### src/rtl/rks_pkg.sv
// Shared types, widths and helper functions for the running k-smallest sum block.
package rks_pkg;

  // Number of sorted cells that hold the smallest values.
  localparam int MAX_KEEP = 16;

  // Field widths of the ports.
  localparam int KEEP_W = 5;
  localparam int VAL_W  = 32;
  localparam int SUM_W  = 36;

  // Width of a fill count that must reach MAX_KEEP itself.
  localparam int CNT_W  = $clog2(MAX_KEEP + 1);
  // Width of an index into the cells.
  localparam int IDX_W  = (MAX_KEEP > 1) ? $clog2(MAX_KEEP) : 1;

  // Keep count after reset.
  localparam logic [KEEP_W-1:0] KEEP_RESET = KEEP_W'(1);

  typedef logic signed [VAL_W-1:0] val_t;
  typedef logic signed [SUM_W-1:0] sum_t;
  typedef logic [CNT_W-1:0]        cnt_t;

  // Control of one sorted cell for the item being processed.
  typedef struct packed {
    logic step;      // an item is processed this cycle
    logic occupied;  // the cell holds a value
    logic writable;  // the cell may take a new value
  } cell_ctl_t;

  // Result of the store for the item being processed.
  typedef struct packed {
    sum_t sum;
    logic full;
  } stat_t;

  // Keep count as used: zero reads as one, larger than the cell count saturates.
  function automatic cnt_t eff_keep(input logic [KEEP_W-1:0] k);
    cnt_t res;
    if (k == '0) begin
      res = CNT_W'(1);
    end else if (int'(k) > MAX_KEEP) begin
      res = CNT_W'(MAX_KEEP);
    end else begin
      res = CNT_W'(k);
    end
    return res;
  endfunction

endpackage

### src/rtl/rks_cell.sv
// One cell of the sorted insertion row that holds a single kept value.
module rks_cell
  import rks_pkg::*;
(
  input  logic      clk,
  input  cell_ctl_t ctl,
  input  val_t      sample,
  input  val_t      prev_value,
  input  logic      prev_lt,
  output val_t      value,
  output logic      lt
);

  val_t value_r;
  val_t value_nxt;

  // The new item goes before this cell when the cell is empty or holds more.
  assign lt = !ctl.occupied || (sample < value_r);

  // Keep the value, shift the lower neighbour up, or take the new item.
  always_comb begin
    if (!lt) begin
      value_nxt = value_r;
    end else if (prev_lt) begin
      value_nxt = prev_value;
    end else begin
      value_nxt = sample;
    end
  end

  // Held values need no reset: an empty cell is never read.
  always_ff @(posedge clk) begin
    if (ctl.step && ctl.writable) begin
      value_r <= value_nxt;
    end
  end

  assign value = value_r;

endmodule

### src/rtl/rks_store.sv
// Sorted store of the kept values with fill count and running sum.
module rks_store
  import rks_pkg::*;
(
  input  logic  clk,
  input  logic  rst_n,
  input  logic  step,
  input  val_t  sample,
  input  logic  start,
  input  cnt_t  keep,
  output stat_t stat
);

  cnt_t count_r;
  cnt_t count_nxt;
  sum_t sum_r;
  sum_t sum_nxt;

  cnt_t cnt_eff;
  cnt_t cnt_m1;
  logic append;
  logic replace;
  logic [IDX_W-1:0] top_idx;
  val_t top_val;
  sum_t sum_base;
  logic signed [VAL_W:0] delta;

  val_t      cell_val [MAX_KEEP];
  logic      cell_lt  [MAX_KEEP];
  cell_ctl_t cell_ctl [MAX_KEEP];

  // A start item sees an empty store.
  assign cnt_eff  = start ? '0 : count_r;
  assign sum_base = start ? '0 : sum_r;
  assign append   = (cnt_eff < keep);

  // Row of cells kept in ascending order; the largest sits at the top of the fill.
  for (genvar i = 0; i < MAX_KEEP; i++) begin : g_cell
    assign cell_ctl[i].step     = step;
    assign cell_ctl[i].occupied = (CNT_W'(i) < cnt_eff);
    assign cell_ctl[i].writable = (CNT_W'(i) < cnt_eff) ||
                                  (append && (CNT_W'(i) == cnt_eff));
    if (i == 0) begin : g_first
      rks_cell u_cell (
        .clk        (clk),
        .ctl        (cell_ctl[i]),
        .sample     (sample),
        .prev_value (sample),
        .prev_lt    (1'b0),
        .value      (cell_val[i]),
        .lt         (cell_lt[i])
      );
    end else begin : g_next
      rks_cell u_cell (
        .clk        (clk),
        .ctl        (cell_ctl[i]),
        .sample     (sample),
        .prev_value (cell_val[i-1]),
        .prev_lt    (cell_lt[i-1]),
        .value      (cell_val[i]),
        .lt         (cell_lt[i])
      );
    end
  end

  // The largest held value and whether the new item displaces it.
  assign cnt_m1  = cnt_eff - CNT_W'(1);
  assign top_idx = cnt_m1[IDX_W-1:0];
  assign top_val = cell_val[top_idx];
  assign replace = !append && cell_lt[top_idx];

  // Change of the sum, then the wrapped sum itself.
  always_comb begin
    if (replace) begin
      delta = {sample[VAL_W-1], sample} - {top_val[VAL_W-1], top_val};
    end else if (append) begin
      delta = {sample[VAL_W-1], sample};
    end else begin
      delta = '0;
    end
  end

  assign sum_nxt   = sum_base + {{(SUM_W-VAL_W-1){delta[VAL_W]}}, delta};
  assign count_nxt = cnt_eff + CNT_W'(append);

  assign stat.sum  = sum_nxt;
  assign stat.full = (count_nxt >= keep);

  // Fill count and sum registers.
  always_ff @(posedge clk) begin
    if (!rst_n) begin
      count_r <= '0;
      sum_r   <= '0;
    end else if (step) begin
      count_r <= count_nxt;
      sum_r   <= sum_nxt;
    end
  end

endmodule

### src/rtl/running_k_smallest_sum.sv
// Top level of the running sum of the keep_count smallest values.
//
//  channel  direction  handshake           payload
//  in_      input      in_valid / in_stall  in_sample_value, in_start_new
//  out_     output     out_valid/out_stall  out_running_sum, out_set_full
//  cfg_     input      cfg_wr_en            cfg_keep_count
//
// An item is registered in the input register on acceptance and its result in the
// output register once that frees; one item is taken in every cycle while out_stall is low.
// The rate is set by the sorted insertion, which shifts the whole cell row at once.
// Reset clears the fill count, the sum and both valid flags; keep_count reads 1.
// A stalled result holds the output register and then the input register,
// after which in_stall rises; no clearing pass is needed after reset.
module running_k_smallest_sum
  import rks_pkg::*;
(
  input  logic              clk,
  input  logic              rst_n,
  input  logic              in_valid,
  output logic              in_stall,
  input  val_t              in_sample_value,
  input  logic              in_start_new,
  output logic              out_valid,
  input  logic              out_stall,
  output sum_t              out_running_sum,
  output logic              out_set_full,
  input  logic              cfg_wr_en,
  input  logic [KEEP_W-1:0] cfg_keep_count
);

  logic [KEEP_W-1:0] keep_r;
  cnt_t              keep_eff;

  logic s1_valid_r;
  logic s1_valid_nxt;
  val_t s1_sample_r;
  logic s1_start_r;

  logic  out_valid_r;
  logic  out_valid_nxt;
  sum_t  out_sum_r;
  logic  out_full_r;

  logic  advance;
  logic  step;
  logic  in_take;
  stat_t stat;

  // Configuration register.
  always_ff @(posedge clk) begin
    if (!rst_n) begin
      keep_r <= KEEP_RESET;
    end else if (cfg_wr_en) begin
      keep_r <= cfg_keep_count;
    end
  end

  assign keep_eff = eff_keep(keep_r);

  // Pipeline flow: the result register frees when empty or taken.
  assign advance  = !out_valid_r || !out_stall;
  assign step     = s1_valid_r && advance;
  assign in_stall = s1_valid_r && !advance;
  assign in_take  = in_valid && !in_stall;

  assign s1_valid_nxt  = in_take || (s1_valid_r && !advance);
  assign out_valid_nxt = step || (out_valid_r && out_stall);

  // Valid flags.
  always_ff @(posedge clk) begin
    if (!rst_n) begin
      s1_valid_r  <= 1'b0;
      out_valid_r <= 1'b0;
    end else begin
      s1_valid_r  <= s1_valid_nxt;
      out_valid_r <= out_valid_nxt;
    end
  end

  // Input item register.
  always_ff @(posedge clk) begin
    if (in_take) begin
      s1_sample_r <= in_sample_value;
      s1_start_r  <= in_start_new;
    end
  end

  // Sorted store and sum.
  rks_store u_store (
    .clk    (clk),
    .rst_n  (rst_n),
    .step   (step),
    .sample (s1_sample_r),
    .start  (s1_start_r),
    .keep   (keep_eff),
    .stat   (stat)
  );

  // Result register.
  always_ff @(posedge clk) begin
    if (step) begin
      out_sum_r  <= stat.sum;
      out_full_r <= stat.full;
    end
  end

  assign out_valid       = out_valid_r;
  assign out_running_sum = out_sum_r;
  assign out_set_full    = out_full_r;

`ifndef SYNTHESIS
  // A result appears only for an item that waited in the input register.
  a_result_source: assert property (@(posedge clk) disable iff (!rst_n)
    $rose(out_valid_r) |-> $past(s1_valid_r))
    else $error("result appeared without an item in the input register");

  // A taken result with nothing behind it leaves the output empty.
  a_result_drains: assert property (@(posedge clk) disable iff (!rst_n)
    (out_valid_r && !out_stall && !s1_valid_r) |=> !out_valid_r)
    else $error("result repeated after it was taken");

  // A restart with a keep count of one fills the store at once.
  a_restart_full: assert property (@(posedge clk) disable iff (!rst_n)
    (step && s1_start_r && (keep_eff == CNT_W'(1))) |=> out_set_full)
    else $error("restart with keep count one did not report a full set");
`endif

endmodule

### config.mk
export PLATFORM = sky130hd
export DESIGN_NAME = running_k_smallest_sum
export DESIGN_NICKNAME = d
export VERILOG_FILES = /design/src/rtl/rks_pkg.sv /design/src/rtl/rks_cell.sv /design/src/rtl/rks_store.sv /design/src/rtl/running_k_smallest_sum.sv
export SDC_FILE = /design/constraint.sdc
export NUM_CORES = 2
export LEC_CHECK = 0
export ABC_CLOCK_PERIOD_IN_PS = 17350
export BUFFER_PORTS_ARGS = -buffer_cell sky130_fd_sc_hd__clkbuf_2
export CAP_MARGIN = 15
export CORE_AREA = 2 2 298 300
export CTS_BUF_LIST = sky130_fd_sc_hd__clkbuf_8
export CTS_CLUSTER_SIZE = 24
export DETAILED_ROUTE_END_ITERATION = 8
export DIE_AREA = 0 0 300 302
export PLACE_DENSITY_LB_ADDON = 0.15
export SLEW_MARGIN = 5
export SYNTH_ARGS = -nofsm -noshare
export SYNTH_HDL_FRONTEND = slang
export SYNTH_HIERARCHICAL = 1
export SYNTH_SLANG_ARGS = --single-unit
### constraint.sdc
create_clock -name clk -period 17.35 [get_ports clk]
set_input_delay 3.47 -clock clk [delete_from_list [all_inputs] [get_ports clk]]
set_output_delay 3.47 -clock clk [all_outputs]
set_load 0.1 [all_outputs]
* Word level (Yosys, flattened, before mapping)
Cells that the tools add are included.
Storage, ports and cells: register bits 630, input port bits 43, output and inout bits 39, word-level logic and storage cells 219
Cells by class: $add $sub $neg 4, order comparisons 36, equality and inequality tests 15, mux-type cells 27, bitwise logic cells 1, reduce and logical (&&, ||, !) cells 111
Operator list (count):
- 2-to-1 mux 32 bit | 17
- less-than comparator 32 bit | 16
- binary-select mux 32 bit (select 4 bit) | 1
- 2-to-1 mux 33 bit | 2
- equality test 4 x 5 -> 1 bit, first input constant | 8
- less-than comparator 4 x 5 -> 1 bit, first input constant | 8
- logical AND 1 bit | 37
- adder 36 bit | 1
- 2-to-1 mux 36 bit | 1
- logical OR 1 bit | 35
- subtractor 32 x 32 -> 33 bit | 1
- AND reduction 2 bit | 16
- logical NOT 1 bit | 21
- equality test 3 x 5 -> 1 bit, first input constant | 4
- less-than comparator 3 x 5 -> 1 bit, first input constant | 4
- 2-to-1 mux 5 bit | 3
- equality test 2 x 5 -> 1 bit, first input constant | 2
- logical NOT 5 bit | 2
- less-than comparator 1 x 5 -> 1 bit, first input constant | 2
- less-than comparator 2 x 5 -> 1 bit, first input constant | 2
- adder 5 x 1 -> 5 bit | 1
- equality test 1 x 5 -> 1 bit, first input constant | 1
- greater-or-equal comparator 5 bit | 1
- greater-or-equal comparator 5 bit, second input constant | 1
- 6 further kinds | 7

* Logic depth before layout (Yosys ltp)
depth after elaboration 10, gate-level depth with buffers 31, mapped depth without buffers 27

* Hierarchy
The synthesis kept the hierarchy.
By module, submodules not included:
- rks_cell | times used 16, cells each 182, area each 2157.1 µm², seq. area each 960.9 µm²
- rks_store | times used 1, cells each 1306, area each 10834.1 µm², seq. area each 820.8 µm²
- running_k_smallest_sum | times used 1, cells each 101, area each 2399.8 µm², seq. area each 2242.2 µm²

* Worst setup path after synthesis
No wires, ideal clock.
path kind input to register, from input port out_stall, to register u_store.g_cell[0].g_first.u_cell.value_r[0], enable pin, arrival time 8.360 ns, required time 16.959 ns, path slack 8.599 ns, stages on the path 2, path buffers 0, path through a21boi_0 o2111a_1
Between the ends: word-level cells in the longest chain between the ends 5
RTL lines:
- start, declared | RTL line running_k_smallest_sum.sv:24 | input logic out_stall,
- logical NOT 1 bit | RTL line running_k_smallest_sum.sv:61 | assign advance = !out_valid_r || !out_stall;
- logical OR 1 bit | RTL line running_k_smallest_sum.sv:61
- logical AND 1 bit | RTL line running_k_smallest_sum.sv:62 | assign step = s1_valid_r && advance;
- logical AND 1 bit | RTL line rks_cell.sv:33 | if (ctl.step && ctl.writable) begin
- AND reduction 2 bit (no line)
- end signal, assigned | RTL line rks_cell.sv:34 | value_r <= value_nxt;
- end, declared | RTL line rks_cell.sv:14 | val_t value_r;
No other way between the ends. A chain may end at the register's enable or synchronous reset.

* Worst setup path after layout
from register s1_start_r, to register u_store.sum_r[35]
Between the ends: word-level cells in the longest chain between the ends 10, elaborated cells on any way between the ends 65, those cells by class add/sub: 3; order compare: 17; mux: 10; bitwise: 1; reduce/logical: 34
RTL lines:
- start, declared | RTL line running_k_smallest_sum.sv:37 | logic s1_start_r;
- start signal, assigned | RTL line running_k_smallest_sum.sv:84 | s1_start_r <= in_start_new;
- parallel branches: the longest is 9 deep, another holds subtractor 32 x 32 -> 33 bit
- adder 36 bit (*) | RTL line rks_store.sv:83 | assign sum_nxt = sum_base + {{(SUM_W-VAL_W-1){delta[VAL_W]}}, delta};
- end signal, assigned | RTL line rks_store.sv:96 | sum_r <= sum_nxt;
- end, declared | RTL line rks_store.sv:16 | sum_t sum_r;
Every way passes the cells marked *. The select of a mux whose other input is x is not followed.

==> metrics.txt <==
outcome completed; final hold viol count 0; main combinational cell family by area after synthesis multiplexers; most common cell in the synthesized netlist edfxtp_1; Hold Path Stages 1; TritonCTS clock tree yes; hold path start u_store/sum_r[30]$_SDFFE_PN0P_; Yosys top cell area share 36.6%; hold buffers post-CTS 0; mux cell area share after synthesis 19.2%; most instantiated cells after synthesis edfxtp_1 (582), ha_1 (579), inv_1 (546); FF+latch count, synth 630; worst reg2reg setup slack 9460 ps; Synth Flop Type edfxtp_1; Placer Congestion 0.906; routed wire length 118 mm; detailed-placement wirelength estimate 87.8 mm; setup_tns 0 ps; met1 Track Usage GR 35.0%; Leak 22.1 nW; Routed Antenna Nets 0; CTS buffer count 118; Worst Path Required 18040 ps; drt pass-1 iters 6; area grow syn2layout 8.49%; Post-synth EDFFs 582; clk_skew 47.8 ps; Non-Filler Instances 5686; Most Crowded Layer GR met2; CP Class flop to flop; PD cells 77.3 mW/mm^2; post-cts resize count 0; synth warn 6; Post-Syn Area 0.0477 mm^2; syn_nets 4943; library cells used by synthesis 83; Hold Crit Class flop to flop; post-route DRC violation count 0; Synth Area in Compound Gates 10.8%; initial drt markers 2409; fin crit period 7890 ps; post-CTS setup buffers 0; fin area 0.0518 mm^2; grt ovf 0; adder-cell area share of the yosys netlist 15.3%; share of flip-flops with an asynchronous set or reset 0%; reg2reg start s1_start_r$_DFFE_PP_; Final setup viols 0; area leader, netlist edfxtp_1; Site Rows 109; num ports 82; Pwr Total 0.00400 W; Seq/Total Area, Yosys 38.6%; crit path DAT 8580 ps; root buffer cell clkbuf_8; Post-Place Cells 5478; Mapped Cells 4319; Port Buf Inserts 81; met2 Use GR 44.2%; syn avg cell area 11.1 um^2; Slew HR 21.7%; H-Tree Depth 3; dpl cell area 0.0496 mm^2; Peak Freq 0.127 GHz; nets 5057; Worst-Margin Slew 1160 ps; Initial Util 54.5%; Worst Hold End u_store/sum_r[30]$_SDFFE_PN0P_; Clk Latency, worst-skew pair 800 ps; final worst path period share 45.5%; WL/cell 20.8 um; die width 300 um; largest net degree at the start of global routing 68; Via density 5.92; DR vias 33700; met3 usage 4.10%; startpoint types flop; xor/xnor share of the synthesized area 1.06%; Sink Count 630; Worst-path clk slew 60 ps; Worst VDD drop 66.7 uV; Die ar. 0.0906 mm^2; R2R Path End u_store/sum_r[35]$_SDFFE_PN0P_; type of destination of the critical path flop; cell count of the worst reg-to-reg path 27; DIE HEIGHT 302 um; Fin Hold WS 488 ps; max_cap viols 0; Core Region 0.0876 mm^2; vias in the first global route 33700; Global Route Usage Sum 26.2%; RSZ-0062 raised after global routing false; Synth area leaders edfxtp_1 (37%), ha_1 (15%), mux2_1 (7.9%); crit-path max FO 23; final count of pins violating max slew 0; CTS Buffer Depth 3; layout cells sized above 1 15.3%; first-pass GRT wire length 187 mm; simple-gate share of the synthesized area 9.43%; initial antenna violation count 2
## sequential cells by signal, summed over array words and instances (netlist names)
register	flops
u_store/count_r	5
s1_valid_r	1
keep_r	5
out_valid	1
out_set_full	1
s1_sample_r	32
s1_start_r	1
out_running_sum	36
u_store/g_cell.g_first.u_cell/value	32
u_store/sum_r	36
u_store/g_cell.g_next.u_cell/value	480
## cells by family (layout without fill, tap and decap cells)
logic type	after synthesis	count (layout)
compound gates	769	769
buf+inv	713	913
flops	630	630
simple gates	882	882
other cells	1	3
xor+xnor	58	58
mux	685	685
fa+ha+maj	581	581
## layout make-up
cell class	instances	area, um^2
fillers	7446	35800
multi-input cells	2976	26600
flip-flops and latches	630	18400
inverters	548	2060
clock buffers	120	1650
well taps	1165	1460
repair buffers	159	991
clock inverters	86	549
diodes	2	5.00
## worst max path at each step
stage	from	to	slack (ps)
4_1_cts	s1_start_r$_DFFE_PP_	u_store/sum_r[35]$_SDFFE_PN0P_	9420
3_3_place_gp	out_stall	in_stall	9560
6_report	s1_start_r$_DFFE_PP_	u_store/sum_r[35]$_SDFFE_PN0P_	9460
2_1_floorplan	out_stall	u_store/g_cell[0].g_first.u_cell/value[0]$_DFFE_PP_	8600
3_5_place_dp	s1_start_r$_DFFE_PP_	u_store/sum_r[35]$_SDFFE_PN0P_	9510
5_1_grt	u_store/count_r[0]$_SDFFE_PN0P_	u_store/sum_r[35]$_SDFFE_PN0P_	8820
## cell usage in the layout (no fill, tap or decap), types with 23 or more instances in the layout
cell	n
a21o_1	47
nand3_1	92
mux2_1	336
inv_1	587
xnor2_1	42
nor2_1	180
nand2_1	313
o21a_1	46
mux2_2	177
nand4_1	76
a31oi_1	47
ha_1	578
mux2i_1	38
clkinv_1	23
nor2b_1	86
a21oi_1	258
dfxtp_1	48
clkbuf_8	120
clkbuf_2	81
o21ai_1	38
o21ai_0	106
mux4_2	132
buf_4	78
edfxtp_1	582
## routing by layer
layer,wire [um],part of all wire (%)
met5,0,0
met4,3200,2.7
met3,6250,5.3
met2,56300,47
met1,52700,45
## power breakdown
group	leakage (nW)	internal [W]	switching [W]
registers	5.68	0.00170	0.0000216
clock network	1.27	0.000728	0.000671
logic	15.2	0.000317	0.000565
total	22.1	0.00275	0.00126
## metrics by stage
step	setup slack (ps)	util (%)
floorplan	8600	-
global placement	9560	56.6
detailed placement	9510	56.6
CTS	9420	59.2
global route	8820	59.2
finish	9460	59.2
## critical path, stage by stage, from the launching register on
cell	delay, ps
edfxtp_1	440
nand2b_1	310
ha_4	570
buf_4	380
mux4_2	350
and2_0	170
a211oi_1	440
a31oi_1	100
ha_1	240
fa_1	400
nor2b_1	230
o31ai_1	150
a22oi_1	330
a21o_1	320
a21oi_1	220
nor2_1	140
nor3_1	50
o41ai_1	440
ha_1	360
a21oi_1	180
o21ai_0	160
a2111oi_1	510
o21ba_2	210
and3_1	240
o31ai_1	150
a2111oi_1	430
a221oi_1	100
nand4_1	130
No activity file was read; power rests on OpenSTA's default activity.
